[config.mk]
export PLATFORM = sky130hd
export DESIGN_NAME = linear_probe_hash_table
export DESIGN_NICKNAME = d
export VERILOG_FILES = /design/src/rtl/core/lpht_pkg.sv /design/src/rtl/core/linear_probe_hash_table.sv /design/src/rtl/core/lpht_ram.sv /design/src/rtl/core/lpht_ctrl.sv /design/src/rtl/core/lpht_dp.sv
export SDC_FILE = /design/constraint.sdc
export NUM_CORES = 1
export LEC_CHECK = 0
export BUFFER_PORTS_ARGS = -buffer_cell sky130_fd_sc_hd__buf_2
export CORE_MARGIN = 10
export CORE_UTILIZATION = 50
export DETAILED_ROUTE_END_ITERATION = 7
export HOLD_SLACK_MARGIN = 0.03
export PLACE_DENSITY = 0.62
export SLEW_MARGIN = 20
export SYNTH_ARGS = -nofsm -noshare
export SYNTH_HDL_FRONTEND = slang
export SYNTH_SLANG_ARGS = --single-unit
export TNS_END_PERCENT = 5
[constraint.sdc]
create_clock -name clk_i -period 11.8 [get_ports clk_i]
set_clock_uncertainty 0.05 [all_clocks]
set_input_delay 1.18 -clock clk_i [delete_from_list [all_inputs] [get_ports clk_i]]
set_output_delay 1.18 -clock clk_i [all_outputs]
set_load 0.01 [all_outputs]
[src/rtl/core/lpht_pkg.sv]
// Shared types and codes for the linear-probe hash table.
// Request/response payload structs, controller/datapath handshake structs.
// No dependencies.
package lpht_pkg;

  localparam int unsigned KeyW     = 32;
  localparam int unsigned ValW     = 32;
  localparam int unsigned SizeW    = 5;
  localparam int unsigned SlotOutW = 4;
  localparam int unsigned DivSteps = 16;  // two dividend bits per step over 32 key bits
  localparam int unsigned DivCntW  = 4;

  localparam logic [1:0] REQ_INSERT = 2'd0;
  localparam logic [1:0] REQ_SEARCH = 2'd1;
  localparam logic [1:0] REQ_REMOVE = 2'd2;

  localparam logic [1:0] STAT_OK        = 2'd0;
  localparam logic [1:0] STAT_FULL      = 2'd1;
  localparam logic [1:0] STAT_NOT_FOUND = 2'd2;

  typedef struct packed {
    logic [1:0]             req_type;
    logic [KeyW-1:0]        key;
    logic signed [ValW-1:0] value_in;
  } req_t;

  typedef struct packed {
    logic [1:0]             status;
    logic signed [ValW-1:0] value_out;
    logic [SlotOutW-1:0]    slot_index;
  } rsp_t;

  typedef struct packed {
    logic load;
    logic div_step;
    logic probe_init;
    logic probe_run;
    logic finish;
  } ctl_cmd_t;

  typedef struct packed {
    logic div_last;
    logic bad_req;
    logic hit;
    logic miss;
  } ctl_sts_t;

endpackage

[src/rtl/core/linear_probe_hash_table.sv]
// Top level of the linear-probe hash table: controller plus datapath.
// Depends on lpht_pkg, lpht_ctrl, lpht_dp (and lpht_ram through lpht_dp).
//
//   channel   | handshake                  | payload
//   ----------+----------------------------+-------------------------------
//   request   | start & !busy              | req_i  (req_type, key, value_in)
//   result    | done_o, one cycle          | rsp_o  (status, value_out, slot_index)
//   config    | cfg_we_i                   | cfg_wdata_i (table_size)
//
// The modulo phase consumes two key bits per cycle; the probe phase then
// reads slots in turn from the hashed slot, comparing each one after its
// registered RAM read, until a hit or until every slot in use is tried;
// an unknown request type skips the probe and finishes after the modulo.
// The sequencer handles one request at a time; a new start is taken in the
// cycle done_o is high. Reset clears the valid bits and restores size 16.
// The receiver cannot stall: done_o marks each result for exactly one cycle.
module linear_probe_hash_table
  import lpht_pkg::*;
#(
  parameter int unsigned SLOTS = 16
) (
  input  logic             clk_i,
  input  logic             rst_ni,
  input  logic             start,
  output logic             busy,
  input  req_t             req_i,
  output logic             done_o,
  output rsp_t             rsp_o,
  input  logic             cfg_we_i,
  input  logic [SizeW-1:0] cfg_wdata_i
);

  // The 5-bit size register cannot reach slots past 30.
  localparam int unsigned Depth = (SLOTS < 31) ? SLOTS : 31;

  ctl_cmd_t cmd;
  ctl_sts_t sts;

  lpht_ctrl u_ctrl (
    .clk_i   (clk_i),
    .rst_ni  (rst_ni),
    .start_i (start),
    .busy_o  (busy),
    .sts_i   (sts),
    .cmd_o   (cmd)
  );

  lpht_dp #(.Depth(Depth)) u_dp (
    .clk_i       (clk_i),
    .rst_ni      (rst_ni),
    .cfg_we_i    (cfg_we_i),
    .cfg_wdata_i (cfg_wdata_i),
    .req_i       (req_i),
    .cmd_i       (cmd),
    .sts_o       (sts),
    .done_o      (done_o),
    .rsp_o       (rsp_o)
  );

endmodule

[src/rtl/core/lpht_ram.sv]
// Generic single-port-write, single-port-read RAM with registered read data.
// No dependencies.
module lpht_ram #(
  parameter int unsigned Width = 32,
  parameter int unsigned Depth = 16
) (
  input  logic                                  clk_i,
  input  logic                                  we_i,
  input  logic [(Depth > 1 ? $clog2(Depth) : 1)-1:0] waddr_i,
  input  logic [Width-1:0]                      wdata_i,
  input  logic [(Depth > 1 ? $clog2(Depth) : 1)-1:0] raddr_i,
  output logic [Width-1:0]                      rdata_o
);

  logic [Width-1:0] mem_q [Depth];

  always_ff @(posedge clk_i) begin
    if (we_i) begin
      mem_q[waddr_i] <= wdata_i;
    end
    rdata_o <= mem_q[raddr_i];
  end

endmodule

[src/rtl/core/lpht_ctrl.sv]
// Sequencer for the hash table: modulo phase, probe phase, result.
// Depends on lpht_pkg.
module lpht_ctrl
  import lpht_pkg::*;
(
  input  logic     clk_i,
  input  logic     rst_ni,
  input  logic     start_i,
  output logic     busy_o,
  input  ctl_sts_t sts_i,
  output ctl_cmd_t cmd_o
);

  typedef enum logic [2:0] {
    ST_IDLE  = 3'b001,
    ST_DIV   = 3'b010,
    ST_PROBE = 3'b100
  } state_e;

  state_e state_q, state_d;

  always_comb begin
    state_d = state_q;
    cmd_o   = '0;
    unique case (state_q)
      ST_IDLE: begin
        if (start_i) begin
          cmd_o.load = 1'b1;
          state_d    = ST_DIV;
        end
      end
      ST_DIV: begin
        cmd_o.div_step = 1'b1;
        if (sts_i.div_last) begin
          if (sts_i.bad_req) begin
            cmd_o.finish = 1'b1;
            state_d      = ST_IDLE;
          end else begin
            cmd_o.probe_init = 1'b1;
            state_d          = ST_PROBE;
          end
        end
      end
      ST_PROBE: begin
        cmd_o.probe_run = 1'b1;
        if (sts_i.hit || sts_i.miss) begin
          cmd_o.finish = 1'b1;
          state_d      = ST_IDLE;
        end
      end
      default: begin
        state_d = ST_IDLE;
      end
    endcase
  end

  always_ff @(posedge clk_i or negedge rst_ni) begin
    if (!rst_ni) begin
      state_q <= ST_IDLE;
    end else begin
      state_q <= state_d;
    end
  end

  assign busy_o = (state_q != ST_IDLE);

`ifndef SYNTHESIS
  a_start_enters_div: assert property (@(posedge clk_i) disable iff (!rst_ni)
    (start_i && !busy_o) |=> (state_q == ST_DIV))
    else $error("accepted request did not enter modulo phase");
  a_finish_frees: assert property (@(posedge clk_i) disable iff (!rst_ni)
    cmd_o.finish |=> !busy_o)
    else $error("still busy after finishing a request");
  a_probe_from_div: assert property (@(posedge clk_i) disable iff (!rst_ni)
    $rose(state_q == ST_PROBE) |-> $past(sts_i.div_last))
    else $error("probe phase entered before modulo completed");
`endif

endmodule

[src/rtl/core/lpht_dp.sv]
// Datapath: size register, 2-bit-per-cycle modulo, probe pointer, valid bits,
// key/value RAMs and the result register. Depends on lpht_pkg and lpht_ram.
module lpht_dp
  import lpht_pkg::*;
#(
  parameter int unsigned Depth = 16
) (
  input  logic             clk_i,
  input  logic             rst_ni,
  input  logic             cfg_we_i,
  input  logic [SizeW-1:0] cfg_wdata_i,
  input  req_t             req_i,
  input  ctl_cmd_t         cmd_i,
  output ctl_sts_t         sts_o,
  output logic             done_o,
  output rsp_t             rsp_o
);

  localparam int unsigned IdxW = (Depth > 1) ? $clog2(Depth) : 1;

  function automatic logic [SizeW-1:0] mod_step(input logic [SizeW-1:0] r,
                                                input logic bit_in,
                                                input logic [SizeW-1:0] n);
    logic [SizeW:0] t;
    t = {r, bit_in};
    if (t >= {1'b0, n}) begin
      t = t - {1'b0, n};
    end
    return t[SizeW-1:0];
  endfunction

  logic [SizeW-1:0]   table_size_q;
  logic [1:0]         req_type_q;
  logic [KeyW-1:0]    key_q;
  logic [ValW-1:0]    val_q;
  logic [SizeW-1:0]   n_q, n_eff;
  logic [KeyW-1:0]    dividend_q;
  logic [SizeW-1:0]   rem_q, rem_mid, rem_d;
  logic [DivCntW-1:0] div_cnt_q;
  logic [IdxW-1:0]    pidx_q, cmp_idx_q;
  logic [SizeW-1:0]   issue_cnt_q;
  logic               cmp_v_q, cmp_last_q;
  logic [Depth-1:0]   valid_q;
  logic [KeyW-1:0]    rd_key;
  logic [ValW-1:0]    rd_val;
  logic               is_ins, bad_req, hit, miss, write_en;
  logic               done_q;
  rsp_t               rsp_q, rsp_d;

  // Size register; zero acts as one, anything above the storage acts as full depth.
  always_ff @(posedge clk_i or negedge rst_ni) begin
    if (!rst_ni) begin
      table_size_q <= SizeW'(16);
    end else if (cfg_we_i) begin
      table_size_q <= cfg_wdata_i;
    end
  end

  always_comb begin
    n_eff = table_size_q;
    if (table_size_q == '0) begin
      n_eff = SizeW'(1);
    end else if (table_size_q > SizeW'(Depth)) begin
      n_eff = SizeW'(Depth);
    end
  end

  assign rem_mid = mod_step(rem_q, dividend_q[KeyW-1], n_q);
  assign rem_d   = mod_step(rem_mid, dividend_q[KeyW-2], n_q);

  assign is_ins  = (req_type_q == REQ_INSERT);
  assign bad_req = (req_type_q != REQ_INSERT) && (req_type_q != REQ_SEARCH) &&
                   (req_type_q != REQ_REMOVE);

  always_comb begin
    hit = 1'b0;
    if (cmp_v_q) begin
      if (is_ins) begin
        hit = !valid_q[cmp_idx_q];
      end else begin
        hit = valid_q[cmp_idx_q] && (rd_key == key_q);
      end
    end
  end
  assign miss = cmp_v_q && cmp_last_q && !hit;

  assign sts_o.div_last = (div_cnt_q == DivCntW'(DivSteps - 1));
  assign sts_o.bad_req  = bad_req;
  assign sts_o.hit      = hit;
  assign sts_o.miss     = miss;

  assign write_en = cmd_i.finish && !bad_req && hit && is_ins;

  // Request capture, modulo and probe pointers: payload, no reset needed.
  always_ff @(posedge clk_i) begin
    if (cmd_i.load) begin
      req_type_q <= req_i.req_type;
      key_q      <= req_i.key;
      val_q      <= req_i.value_in;
      n_q        <= n_eff;
      dividend_q <= req_i.key;
      rem_q      <= '0;
      div_cnt_q  <= '0;
    end else if (cmd_i.div_step) begin
      dividend_q <= {dividend_q[KeyW-3:0], 2'b00};
      rem_q      <= rem_d;
      div_cnt_q  <= div_cnt_q + DivCntW'(1);
    end
    if (cmd_i.probe_init) begin
      pidx_q      <= rem_d[IdxW-1:0];
      issue_cnt_q <= '0;
    end else if (cmd_i.probe_run && (issue_cnt_q != n_q)) begin
      // Wrap from the last slot in use back to slot zero.
      if (SizeW'(pidx_q) == n_q - SizeW'(1)) begin
        pidx_q <= '0;
      end else begin
        pidx_q <= pidx_q + IdxW'(1);
      end
      issue_cnt_q <= issue_cnt_q + SizeW'(1);
      cmp_idx_q   <= pidx_q;
      cmp_last_q  <= (issue_cnt_q == n_q - SizeW'(1));
    end
  end

  always_ff @(posedge clk_i or negedge rst_ni) begin
    if (!rst_ni) begin
      cmp_v_q <= 1'b0;
    end else if (cmd_i.load || cmd_i.probe_init) begin
      cmp_v_q <= 1'b0;
    end else if (cmd_i.probe_run) begin
      cmp_v_q <= (issue_cnt_q != n_q);
    end
  end

  always_ff @(posedge clk_i or negedge rst_ni) begin
    if (!rst_ni) begin
      valid_q <= '0;
    end else if (cmd_i.finish && !bad_req && hit) begin
      unique case (req_type_q)
        REQ_INSERT: valid_q[cmp_idx_q] <= 1'b1;
        REQ_REMOVE: valid_q[cmp_idx_q] <= 1'b0;
        default:    valid_q <= valid_q;
      endcase
    end
  end

  lpht_ram #(.Width(KeyW), .Depth(Depth)) u_key_ram (
    .clk_i   (clk_i),
    .we_i    (write_en),
    .waddr_i (cmp_idx_q),
    .wdata_i (key_q),
    .raddr_i (pidx_q),
    .rdata_o (rd_key)
  );

  lpht_ram #(.Width(ValW), .Depth(Depth)) u_val_ram (
    .clk_i   (clk_i),
    .we_i    (write_en),
    .waddr_i (cmp_idx_q),
    .wdata_i (val_q),
    .raddr_i (pidx_q),
    .rdata_o (rd_val)
  );

  always_ff @(posedge clk_i or negedge rst_ni) begin
    if (!rst_ni) begin
      done_q <= 1'b0;
    end else begin
      done_q <= cmd_i.finish;
    end
  end

  always_comb begin
    rsp_d = '0;
    if (bad_req) begin
      rsp_d.status = STAT_NOT_FOUND;
    end else if (hit) begin
      rsp_d.status     = STAT_OK;
      rsp_d.slot_index = SlotOutW'(cmp_idx_q);
      if (req_type_q == REQ_SEARCH) begin
        rsp_d.value_out = rd_val;
      end
    end else if (is_ins) begin
      rsp_d.status = STAT_FULL;
    end else begin
      rsp_d.status = STAT_NOT_FOUND;
    end
  end

  always_ff @(posedge clk_i) begin
    if (cmd_i.finish) begin
      rsp_q <= rsp_d;
    end
  end

  assign done_o = done_q;
  assign rsp_o  = rsp_q;

`ifndef SYNTHESIS
  a_insert_sets_valid: assert property (@(posedge clk_i) disable iff (!rst_ni)
    (cmd_i.finish && write_en) |=> valid_q[$past(cmp_idx_q)])
    else $error("insert did not mark its slot valid");
  a_error_zero_fields: assert property (@(posedge clk_i) disable iff (!rst_ni)
    (done_q && rsp_q.status != STAT_OK) |-> (rsp_q.slot_index == '0 && rsp_q.value_out == '0))
    else $error("error result carries nonzero fields");
  a_finish_strobes: assert property (@(posedge clk_i) disable iff (!rst_ni)
    cmd_i.finish |=> done_q)
    else $error("finished request produced no result strobe");
`endif

endmodule
==> After elaboration in Yosys (flattened, before gate mapping) <==
Memory sizes are Yosys's and may differ from the RTL's. A register that Yosys moved wholly into a read port is not among the register bits.
Index checks and enable logic that the tools add are counted.
{ "word_totals": {"reg_bits": 190, "ram_bits": 1024, "in_bits": 75, "word_cells": 121, "mem_count": 2} }
{ "op_classes": {"n_addsub": 6, "magnitude_cmp": 5, "n_eq_ne": 16, "mux": 36, "n_bitwise": 6, "n_reduce_logical": 29} }
{ "mem_list": {"columns": ["memory", "words", "width", "read_ports", "rd_clocked_by_memory_dff", "wr", "line_no", "source"], "rows": [
  ["u_dp.u_key_ram.mem_q", 16, 32, 1, 1, 1, "lpht_ram.sv:15", "logic [Width-1:0] mem_q [Depth];"],
  ["u_dp.u_val_ram.mem_q", 16, 32, 1, 1, 1, "lpht_ram.sv:15", null]
]} }
{ "op_table": {"columns": ["operator", "n"], "rows": [
  ["$mux W32", 2],
  ["$eq A32 B32 Y1", 1],
  ["$pmux W16 S2", 1],
  ["$and A16 B16 Y16", 1],
  ["$mux W1", 16],
  ["$not A16 Y16", 1],
  ["$or A16 B16 Y16", 1],
  ["$mux W5", 3],
  ["$ge A6 B5 Y1", 2],
  ["$mux W3", 4],
  ["$mux W4", 3],
  ["$logic_and A1 B1 Y1", 10],
  ["$reduce_bool A2 Y1", 5],
  ["$sub A5 B5 Y5", 2],
  ["$pmux W3 S3", 1],
  ["$add A4 B1 Y4 const B", 2],
  ["$mux W2", 3],
  ["$ne A2 B2 Y1 const B", 3],
  ["$reduce_or A2 Y1", 3],
  ["$add A5 B1 Y5 const B", 1],
  ["$eq A4 B5 Y1", 1],
  ["$eq A5 B5 Y1", 1],
  ["$gt A5 B5 Y1 const B", 1],
  ["$logic_not A5 Y1", 1],
  ["other kinds (22)", 29]
]} }

==> Logic depth before layout (Yosys ltp) <==
{ "depth": {"word_depth": 15, "ltp_mapped": 16} }

==> By module <==
A second synthesis with hierarchy kept.
{ "hier_totals": {"cells_unflattened": 2253, "hier_area_um2": 48039.8} }
{ "by_module_without_submodules": {"columns": ["mod", "n_inst", "cells_each", "area_each_um2", "seq_area_each_um2"], "rows": [
  ["lpht_ram (u_dp.u_val_ram)", 1, 838, 19854.0, 16015.4],
  ["lpht_ram (u_dp.u_key_ram)", 1, 838, 19835.3, 16015.4],
  ["lpht_dp", 1, 556, 8160.3, 5361.4],
  ["lpht_ctrl", 1, 21, 190.2, 76.3]
]} }

==> Least setup slack after synthesis <==
Ideal clock, no wire load.
{ "synth_timing": {"path_type": "register to register", "start": "register u_dp.key_q[8]", "end": "memory u_dp.u_key_ram.mem_q[10][0] (enable)", "t_arrival_ns": 8.241, "setup_slack_ns": 2.865, "stages_incl_launch_ff": 9, "path_cell_list": "edfxtp_1 > xnor2_1 > nand4_1 > or3_1 > a2111oi_4 > a21oi_2 > clkbuf_1 > buf_1 > nor4_1"} }
{ "synth_between": {"elab_chain_len": 14} }
{ "synth_lines": {"columns": ["element", "line_no", "source"], "rows": [
  ["start: declaration", "lpht_dp.sv:34", "logic [KeyW-1:0] key_q;"],
  ["start signal: assignment", "lpht_dp.sv:98", "key_q <= req_i.key;"],
  ["$eq A32 B32 Y1 *", "lpht_dp.sv:81", "hit = valid_q[cmp_idx_q] && (rd_key == key_q);"],
  ["$logic_and A1 B1 Y1 *", "lpht_dp.sv:81", null],
  ["$mux W1 *", "lpht_dp.sv:78", "if (is_ins) begin"],
  ["$mux W1 *", "lpht_dp.sv:77", "if (cmp_v_q) begin"],
  ["$logic_not A1 Y1", "lpht_dp.sv:85", "assign miss = cmp_v_q && cmp_last_q && !hit;"],
  ["$logic_and A1 B1 Y1", "lpht_dp.sv:85", null],
  ["$logic_or A1 B1 Y1", "lpht_ctrl.sv:46", "if (sts_i.hit || sts_i.miss) begin"],
  ["$mux W1", "lpht_ctrl.sv:46", null],
  ["$pmux W1 S2", "lpht_ctrl.sv:25", "unique case (state_q)"],
  ["$logic_and A1 B1 Y1", "lpht_dp.sv:92", "assign write_en = cmd_i.finish && !bad_req && hit && is_ins;"],
  ["$logic_and A1 B1 Y1 * (2 in a row)", "lpht_dp.sv:92", null],
  ["$mux W1 *", "lpht_ram.sv:18", "if (we_i) begin"],
  ["$mux W1 (implied by the code) *", "lpht_ram.sv:19", "mem_q[waddr_i] <= wdata_i;"],
  ["end: declaration", "lpht_ram.sv:15", null]
]} }
Mark *: on every way between the ends. The rest lies on a longest branch, timed or not.

==> Worst setup path after layout <==
{ "layout_timing": {"start": "register u_dp.key_q[9]", "end": "memory u_dp.u_key_ram.mem_q[12][23] (enable)"} }
Same word-level chain as after synthesis.

==> flow_summary_export.csv <==
group,metric,value,unit
status,status,"completed",
setup_path,start_kind,"flip-flop",
placement,place_congestion,0.778,
hold_path,worst_hold_path_type,"input port to async pin",
yosys,synth_edf_count,1174,
routing,vias,21600,
setup_path,cp.required,12.08,ns
yosys,synthFlopType,"edfxtp_1",
global_routing,grt_max_degree,88,
timing,slew_violations,0,
cts,cts_tree,"done",
pwr,pwr_density_cell,184,nW/um^2
cells_and_area,syn_to_final_growth,13.4,%
yosys,yosysMostFrequentCell,"edfxtp_1",
global_routing,overflow,0,
yosys,synth_fp_nets,2237,
cts,cts_hold_buffers,0,
job,maxCapViolations,0,
die,core,95000,sq um
yosys,synth_common_cells,"1174 x edfxtp_1, 323 x mux4_2, 117 x nand2_1",
setup_path,max_stage_delay,0.71,ns
timing,maxSlewHeadroom,0.316,
cts,cts_buffer_depth,3,
die,dieArea,109000,sq um
yosys,yosys_warnings,0,
die,initial_core_util,0.505,
cells_and_area,diodes,0,
global_routing,grt-busiest-layer,"met2",
timing,fin_crit_sh,0.401,
setup_path,arrival,5.01,ns
yosys,yosysUniqueCellTypes,51,
routing,wl_per_cell,27.2,um
routing,drt_iter0_markers,2001,
die,die_x,330,um
global_routing,grt_pass1_vias,23300,
yosys,syn-instance-count,2144,
routing,dr.pass1.iters,5,
yosys,async_flop_share,0.0203,
placement,portBuffers,114,
routing,antenna_left,0,
yosys,synth_top_area_frac,0.735,
timing,finalSetupViolCount,0,
setup_path,critical_path.slowest_cell,"buf_4",
cells_and_area,drive_gt1_frac,0.297,
yosys,ys_seq_elements,1278,
yosys,yosysTopAreaCell,"edfxtp_1",
placement,place_hpwl,53600,um
cts,cts_root_buf,"clkbuf_16",
global_routing,grt_util_all_layers,0.189,
timing,worstMarginPinSlew,1.03,ns
routing,drc,0,
timing,rsz0062_at_grt,"no",
timing,hold_viol,0,
die,rows,113,
setup_path,crit_path_max_fanout,37,
die,io_pins,115,
cells_and_area,stdcell_count,3715,
setup_path,end_kind,"flip-flop",
global_routing,grt.met3_usage,0.0322,
timing,fin_tns_setup,0,ns
setup_path,worstPathCellList,"xor2_1 > nor4_1 > nand4_1 > a2111oi_4 > a21oi_2 > buf_4 > nor4_2 > buf_4 > buf_4",
timing,fmax,211,MHz
yosys,syn_area_per_cell,22.4,sq um
pwr,vdd_ir_drop_max,0.137,mV
cts,clock_sinks,1278,
cts,cts_htree_levels,4,
timing,finalCriticalPeriod,4.74,ns
yosys,ys_top_cells_by_area,"edfxtp_1 74%, mux4_2 15%, dfxtp_1 3.3%",
yosys,syn_area,48000,sq um
cts,cts_resized,0,
routing,routed_wl,101000,um
cts,worstSkewPairLatency,0.72,ns
global_routing,grt_pass1_wl,151000,um
global_routing,antenna_found_initial,0,
cells_and_area,fin_nets,2443,
cts,cts_inserted_buffers,131,
yosys,synth_seq_area_share,0.781,
routing,avgViaCountPerCell,5.82,
die,chipHeight,330,um
cts,path_clk_slew,0.06,ns
global_routing,gr-usage-met1,0.251,
cells_and_area,utilization,0.573,
setup_path,crit_top_cell,"buf_4",
pwr,p_leak,17.7,nW
placement,dp_cells,3482,
global_routing,use_met2,0.321,
setup_path,crit_type,"flip-flop to flip-flop",
cts,post_cts_buffers,0,
-- critical path, delay by kind of cell (launching register included) --
family                 cells  cell delay (ns)
AND/OR/NAND/NOR            3             1.20
AO/OA/AOI/OAI              2             0.57
XOR/XNOR                   1             0.30
buffers and inverters      3             1.52
flip-flops                 1             0.61
-- power by group --
| group | switching (W) | internal [W] | leakage, nW |
|---|---|---|---|
| registers | 0.000226 | 0.00529 | 11.6 |
| logic | 0.000372 | 0.000201 | 4.10 |
| clock network | 0.00162 | 0.00230 | 2.01 |
-- final cells by class --
class	count	area (sq um)
multi-input cells	749	10100
clock buffers	180	3700
repair buffers	173	1030
well taps	1265	1580
fillers	7000	40600
flip-flops and latches	1278	37500
inverters	17	66.3
clock inverters	53	405
-- routing by layer --
metal  wire length [um]  vias up
met4               2080        0
li1                   -     9318
met3               5210      141
met2              52200      608
met5                  0        -
met1              41700    11600
-- kinds of logic after synthesis --
| kind of cell | Yosys count | synth area share |
|---|---|---|
| and+or+nand+nor | 273 | 0.0285 |
| DFF | 1278 | 0.781 |
| AOI/OAI and AO/OA | 50 | 0.00720 |
| xor gates and xnor gates | 57 | 0.0104 |
| buffers and inverters | 117 | 0.00937 |
| adders and majority gates | 18 | 0.00501 |
| muxes | 351 | 0.158 |
-- stage by stage --
step	setup WS, ns	area, sq um	hold slack (ns)	total power [W]
after CTS	7.02	54400	0.407	0.0101
after global placement	7.10	50300	0.420	0.00616
after global routing	6.85	54400	0.448	0.0104
after floorplan	2.87	48000	0.374	0.00592
after detailed placement	7.01	50300	0.440	0.00619
final	7.06	54400	0.435	0.0100
-- cells in the final DEF (no fill, tap or decap), drive strengths merged, types with 9 or more instances in the layout --
master  Yosys  routed
nor4       40      40
mux4      323     323
mux2       21      21
xor2       40      40
nand2     117     117
nand3      17      17
nor2       18      18
xnor2      17      17
dfrtp      24      24
clkinv      0      41
a21oi      11      11
dfxtp      78      78
and2       41      41
edfxtp   1174    1174
o21ai      15      15
inv        17      20
ha         16      16
clkbuf     67     180
nand4       9       9
buf        33     173
-- sequential cells by signal, summed over array words and instances, names as in the netlist, named ones only --
signal,flops
u_dp.u_key_ram.mem_q,512
u_dp.table_size_q,5
u_dp.dividend_q,32
u_dp.u_val_ram.mem_q,512
u_dp.pidx_q,4
u_dp.rem_q,5
u_dp.cmp_idx_q,4
u_dp.div_cnt_q,4
u_dp.val_q,32
u_dp.rsp_o,38
u_dp.cmp_last_q,1
u_dp.req_type_q,2
u_dp.u_val_ram.rdata_o,32
u_dp.done_o,1
u_dp.issue_cnt_q,5
u_ctrl.state_q,3
u_dp.n_q,5
u_dp.u_key_ram.rdata_o,32
u_dp.cmp_v_q,1
u_dp.key_q,32
-- final timing paths --
path                                           start                           end  slack, ns  cells past startpoint
setup / recovery                       u_dp.key_q[9]  u_dp.u_key_ram.mem_q[12][23]       7.06                      9
hold / removal                                rst_ni                   u_dp.done_o       0.43                      1
setup reg to reg                       u_dp.key_q[9]  u_dp.u_key_ram.mem_q[12][23]       7.06                      9
hold reg to reg            u_dp.u_val_ram.rdata_o[4]                 u_dp.rsp_o[8]       0.45                      1
max in group asynchronous                     rst_ni          u_dp.table_size_q[0]      10.84                      1
min in group clk_i         u_dp.u_val_ram.rdata_o[4]                 u_dp.rsp_o[8]       0.45                      1
(Power assumes the default switching activity.)
